**src/rtl/core/lfrs_pkg.sv**
```systemverilog
// ----------------------------------------------------------------------------
// lfrs_pkg: shared types, constants and microcode for the row serializer
// Beat types, protocol bytes and the read-only control program.
// ----------------------------------------------------------------------------
`default_nettype none

package lfrs_pkg;

  // Frame store geometry (fixed by the address field width)
  localparam int STORE_AW    = 10;
  localparam int STORE_DEPTH = 1 << STORE_AW;

  // Defaults for the top-level parameters
  localparam int DEF_ROWS          = 64;
  localparam int DEF_BYTES_PER_ROW = 16;

  // Serial protocol bytes
  localparam logic [7:0] START_CMD      = 8'hF8;
  localparam logic [7:0] START_DATA     = 8'hFA;
  localparam logic [7:0] NIBBLE_HI_MASK = 8'hF0;
  localparam logic [7:0] NIBBLE_LO_MASK = 8'h0F;
  localparam logic [7:0] ADDR_BASE      = 8'h80;
  localparam logic [7:0] ADDR_LOWER     = 8'h88;

  // Input item mode codes
  localparam logic MODE_WRITE = 1'b0;
  localparam logic MODE_SHOW  = 1'b1;

  typedef struct packed {
    logic       mode;
    logic [9:0] address;
    logic [7:0] data;
    logic [5:0] row;
  } in_beat_t;

  typedef struct packed {
    logic [7:0] serial_byte;
    logic       end_of_row;
  } out_beat_t;

  // Microcode
  localparam int STEP_W = 4;

  localparam logic [STEP_W-1:0] STEP_IDLE      = 4'd0;
  localparam logic [STEP_W-1:0] STEP_VERT_ST   = 4'd1;
  localparam logic [STEP_W-1:0] STEP_VERT_HI   = 4'd2;
  localparam logic [STEP_W-1:0] STEP_VERT_LO   = 4'd3;
  localparam logic [STEP_W-1:0] STEP_HORIZ_ST  = 4'd4;
  localparam logic [STEP_W-1:0] STEP_HORIZ_HI  = 4'd5;
  localparam logic [STEP_W-1:0] STEP_HORIZ_LO  = 4'd6;
  localparam logic [STEP_W-1:0] STEP_DATA_ST   = 4'd7;
  localparam logic [STEP_W-1:0] STEP_DATA_HI   = 4'd8;
  localparam logic [STEP_W-1:0] STEP_DATA_LO   = 4'd9;

  typedef enum logic [1:0] {
    BSEL_START_CMD,
    BSEL_START_DATA,
    BSEL_HI,
    BSEL_LO
  } byte_sel_e;

  typedef enum logic [1:0] {
    SRC_VERT,
    SRC_HORIZ,
    SRC_DATA
  } src_sel_e;

  typedef enum logic [1:0] {
    OP_WAIT,   // hold until a show item starts
    OP_NEXT,   // fall through to the next step
    OP_LOOP    // jump to target while columns remain, else back to idle
  } seq_op_e;

  typedef struct packed {
    logic              emit;
    byte_sel_e         bsel;
    src_sel_e          src;
    logic              rd_en;
    logic              col_step;
    logic              last_beat;
    seq_op_e           op;
    logic [STEP_W-1:0] target;
  } ctrl_t;

  typedef struct packed {
    logic start;     // show item accepted this cycle
    logic adv;       // output slot free, step may proceed
    logic col_last;  // column counter at the final column
  } seq_stat_t;

  localparam ctrl_t CTRL_IDLE = '{
    emit: 1'b0, bsel: BSEL_START_CMD, src: SRC_VERT, rd_en: 1'b0,
    col_step: 1'b0, last_beat: 1'b0, op: OP_WAIT, target: STEP_IDLE
  };

  // Control ROM: one word per step
  function automatic ctrl_t ucode(input logic [STEP_W-1:0] step);
    ctrl_t w;
    w = CTRL_IDLE;
    unique case (step)
      STEP_IDLE: begin
        w = CTRL_IDLE;
      end
      STEP_VERT_ST: begin
        w.emit = 1'b1; w.bsel = BSEL_START_CMD; w.src = SRC_VERT; w.op = OP_NEXT;
      end
      STEP_VERT_HI: begin
        w.emit = 1'b1; w.bsel = BSEL_HI; w.src = SRC_VERT; w.op = OP_NEXT;
      end
      STEP_VERT_LO: begin
        w.emit = 1'b1; w.bsel = BSEL_LO; w.src = SRC_VERT; w.op = OP_NEXT;
      end
      STEP_HORIZ_ST: begin
        w.emit = 1'b1; w.bsel = BSEL_START_CMD; w.src = SRC_HORIZ; w.op = OP_NEXT;
      end
      STEP_HORIZ_HI: begin
        w.emit = 1'b1; w.bsel = BSEL_HI; w.src = SRC_HORIZ; w.op = OP_NEXT;
      end
      STEP_HORIZ_LO: begin
        w.emit = 1'b1; w.bsel = BSEL_LO; w.src = SRC_HORIZ; w.op = OP_NEXT;
      end
      STEP_DATA_ST: begin
        w.emit = 1'b1; w.bsel = BSEL_START_DATA; w.src = SRC_DATA; w.rd_en = 1'b1;
        w.op = OP_NEXT;
      end
      STEP_DATA_HI: begin
        w.emit = 1'b1; w.bsel = BSEL_HI; w.src = SRC_DATA; w.op = OP_NEXT;
      end
      STEP_DATA_LO: begin
        w.emit = 1'b1; w.bsel = BSEL_LO; w.src = SRC_DATA; w.col_step = 1'b1;
        w.last_beat = 1'b1; w.op = OP_LOOP; w.target = STEP_DATA_ST;
      end
      default: begin
        w = CTRL_IDLE;
      end
    endcase
    return w;
  endfunction

endpackage

`default_nettype wire

```
**src/rtl/core/lfrs_sequencer.sv**
```systemverilog
// ----------------------------------------------------------------------------
// lfrs_sequencer: step counter over the control ROM
// Issues one control word per step; handles wait, fall-through and loop.
// ----------------------------------------------------------------------------
`default_nettype none

module lfrs_sequencer (
  input  wire logic                clk_i,
  input  wire logic                rst_ni,
  input  wire lfrs_pkg::seq_stat_t stat_i,
  output lfrs_pkg::ctrl_t          ctrl_o,
  output logic                     idle_o
);

  logic [lfrs_pkg::STEP_W-1:0] step_q, step_d;
  lfrs_pkg::ctrl_t             ctrl;

  assign ctrl = lfrs_pkg::ucode(step_q);

  always_comb begin
    step_d = step_q;
    unique case (ctrl.op)
      lfrs_pkg::OP_WAIT: begin
        if (stat_i.start) step_d = lfrs_pkg::STEP_VERT_ST;
      end
      lfrs_pkg::OP_NEXT: begin
        if (stat_i.adv) step_d = step_q + lfrs_pkg::STEP_W'(1);
      end
      lfrs_pkg::OP_LOOP: begin
        if (stat_i.adv) step_d = stat_i.col_last ? lfrs_pkg::STEP_IDLE : ctrl.target;
      end
      default: begin
        step_d = lfrs_pkg::STEP_IDLE;
      end
    endcase
  end

  always_ff @(posedge clk_i or negedge rst_ni) begin
    if (!rst_ni) begin
      step_q <= lfrs_pkg::STEP_IDLE;
    end else begin
      step_q <= step_d;
    end
  end

  assign ctrl_o = ctrl;
  assign idle_o = (ctrl.op == lfrs_pkg::OP_WAIT);

endmodule

`default_nettype wire
```
**config.mk**
```make
export PLATFORM = sky130hd
export DESIGN_NAME = lfrs_sequencer
export DESIGN_NICKNAME = d
export VERILOG_FILES = /design/src/rtl/core/lfrs_pkg.sv /design/src/rtl/core/lfrs_sequencer.sv
export SDC_FILE = /design/constraint.sdc
export NUM_CORES = 1
export LEC_CHECK = 0
export BUFFER_PORTS_ARGS = -buffer_cell sky130_fd_sc_hd__buf_2
export CAP_MARGIN = 25
export CORE_MARGIN = 2
export CORE_UTILIZATION = 35
export CTS_CLUSTER_SIZE = 16
export DETAILED_ROUTE_END_ITERATION = 8
export GPL_TIMING_DRIVEN = 0
export HOLD_SLACK_MARGIN = 0.12
export SETUP_SLACK_MARGIN = 0.2
export SLEW_MARGIN = 5
export SYNTH_ARGS = -nofsm -noshare
export SYNTH_HDL_FRONTEND = slang
export SYNTH_SLANG_ARGS = --single-unit
```
**constraint.sdc**
```tcl
create_clock -name clk_i -period 1.8 [get_ports clk_i]
set_clock_uncertainty 0.1 [all_clocks]
set_input_delay 0.18 -clock clk_i [delete_from_list [all_inputs] [get_ports clk_i]]
set_output_delay 0.18 -clock clk_i [all_outputs]
set_load 0.01 [all_outputs]
```
==> impl_metrics.csv <==
group,metric,value,unit
layout,largest_reg_flops,4,
layout,drive_gt1_share,62.0,%
clock_network,clkSlewWorstSetupHoldPaths,0.04,ns
global_route,antenna_found_initial,0,
layout,biggestRegsByFlops,"step_q x4",
layout,area_delta_synth_final,72.3,%
detailed_routing,dr.first_iter.drc_count,8,
worst_setup_path,rr_endpoint,"step_q[3]",
status,status,"finished, violations left",
min_path,hold_path.class,"in2async",
worst_setup_path,worst_ep_arrival_time,1.98,ns
place,port_buffers,18,
logic_synthesis,yosysWarnings,0,
logic_synthesis,synth_top_area_cell,"dfrtp_1",
logic_synthesis,seq_area_frac_synth,16.7,%
layout,nets,118,
clock_network,insertion_delay,0.23,ns
clock_network,root_buffer,"clkbuf_4",
clock_network,clk_path_buf_depth,2,
detailed_routing,vias_per_cell,5.34,
timing,fin_crit,1.93,ns
logic_synthesis,synth_ff_type,"dfrtp_1",
timing,fmax,517,MHz
logic_synthesis,synthesis.nets,80,
logic_synthesis,synth_most_common_cell,"buf_4",
layout,fin_util,66.4,%
global_route,grt_max_degree,11,
worst_setup_path,worstPathRequired,1.84,ns
place,hpwl,1.13,mm
logic_synthesis,synthDistinctLibCells,36,
detailed_routing,ant_nets,0,
logic_synthesis,synth_top_area_share,16.7,%
logic_synthesis,async_flop_share,100,%
die,dieArea,2060,sq um
global_route,globalRouteOverflowTotal,0,
flow_run,drv_cap,0,
place,gp_congestion,0.790,
die,ioPinCount,20,
logic_synthesis,synth_common_cells,"7 x buf_4, 5 x inv_1",
timing,setup_slack,-0.135,ns
timing,hold-worst-slack,0.179,ns
layout,top_register,"step_q",
clock_network,cts_buffers,3,
clock_network,cts_tree,"done",
logic_synthesis,synth-edff-count,0,
worst_setup_path,start_kind,"flop",
worst_setup_path,reg2reg_setup_slack,-0.13,ns
die,coreArea,1560,sq um
detailed_routing,dr.pass1.iters,4,
worst_setup_path,endpoint_kind,"flop",
detailed_routing,drt_wl_total,1.86,mm
die,die_w,45.4,microns
status,violations,"negative setup slack",
clock_network,cts_htree_levels,1,
worst_setup_path,r2r-start,"step_q[1]",
layout,antennaDiodeCount,0,
timing,finalSetupViolCount,15,
timing,slew_viol_final,0,
die,die_h,45.4,microns
logic_synthesis,synth_area_leaders,"dfrtp_1 17%, buf_4 8.8%, ha_1 8.3%, mux2i_1 5.0%, nand2b_1 4.2%",
logic_synthesis,synth_area,601,sq um
detailed_routing,wl_per_cell,15.0,microns
logic_synthesis,netlist_instances,71,
worst_setup_path,cp_max_fo,7,
timing,finalCritPeriodShare,107,%
power_and_ir_drop,cellPowerDensity,2260,nW/um^2
timing,hold_violations,0,
detailed_routing,dr_total_vias,662,
power_and_ir_drop,p_leak,0.484,nW
logic_synthesis,avgSynthCellArea,8.46,sq um
die,start_util,38.5,%
die,core.rowCount,14,
clock_network,cts_sinks,4,
detailed_routing,drc,0,
logic_synthesis,ys_ff_latch,4,
timing,rsz0062_at_grt,"yes",
global_route,grt_pass1_vias,618,
global_route,grt_pass1_wl,2.84,mm
power_and_ir_drop,peakVddDrop,0.00123,V
global_route,groute.usage.overall,19.2,%
worst_setup_path,reg2reg_depth,9,
worst_setup_path,critPathKind,"reg2reg",
==> cell usage in the layout (no fill, tap or decap), types with 2 or more instances in the layout <==
cell type / count
buf_6: 15
inv_1: 2
a21oi_2: 2
nand2_1: 2
a21oi_1: 2
inv_2: 3
nor2b_1: 2
buf_8: 2
dfrtp_2: 2
o211ai_1: 2
nand2b_1: 4
buf_2: 14
mux2i_1: 3
nor2_1: 3
ha_4: 4
clkbuf_4: 3
nor3_1: 2
buf_4: 10
dfrtp_1: 2
==> worst max path at each step <==
stage          startpoint   endpoint  cells past startpoint
2_1_floorplan   step_q[0]  step_q[0]                      5
3_3_place_gp    step_q[0]  step_q[0]                      5
3_5_place_dp    step_q[0]  step_q[0]                      5
4_1_cts         step_q[1]     idle_o                      7
5_1_grt         step_q[1]     idle_o                      7
6_report        step_q[1]  step_q[3]                      9
==> critical path, cell delays in order (launching register included) <==
cell and delay, ns:
dfrtp_1 0.40, inv_2 0.13, ha_4 0.15, buf_8 0.12, o21bai_4 0.09, a22oi_4 0.26
inv_2 0.10, buf_6 0.13, o211ai_1 0.21, o2bb2ai_1 0.16
==> cell type report <==
cell class / instances / area (sq um)
multi-input combinational: 52 / 507
timing repair buffer: 33 / 262
sequential: 4 / 103
buffer: 9 / 92.6
fill: 128 / 524
inverter: 6 / 25.0
tap: 16 / 20.0
clock buffer: 4 / 26.3
==> kinds of logic after synthesis <==
| kind of cell | share of synthesized area, % |
|---|---|
| compound gates | 32.9 |
| simple gates | 22.5 |
| buf+inv | 14.0 |
| fa+ha+maj | 8.33 |
| flops | 16.7 |
| mux | 5.00 |
| other cells | 0.624 |
==> routing by layer <==
metal | track usage, % | vias up | part of all wire [%]
li1 | - | 324 | -
met3 | 2.78 | 2 | 3.5
met2 | 33.5 | 20 | 55
met1 | 22.6 | 316 | 41
met5 | 0 | - | 0
met4 | 9.41 | 0 | 0.91
==> where the power goes <==
group	internal [mW]	switching, mW
Clock	0.0833	0.0386
Combinational	1.02	0.976
Sequential	0.142	0.0877
Total	1.24	1.10
==> repair_timing <==
item,in CTS,in global routing
pin swaps,9,9
endpoints found under the hold margin,4,0
setup endpoints to repair,18,18
resized for setup,20,12
buffers inserted,9,5
hold buffers,1,0
==> through the flow <==
step	setup slack [ns]	power [mW]	setup TNS, ns	std cells	instance area, sq um
2_1_floorplan	0.0622	1.24	0	71	643
3_3_place_gp	-0.0777	1.57	-0.107	105	753
3_5_place_dp	-0.0713	1.60	-0.171	105	753
4_1_cts	-0.0973	2.08	-0.596	119	945
5_1_grt	-0.159	2.49	-1.84	124	1030
6_report	-0.135	2.34	-0.838	124	1030
No activity file was read; power rests on OpenSTA's default activity.
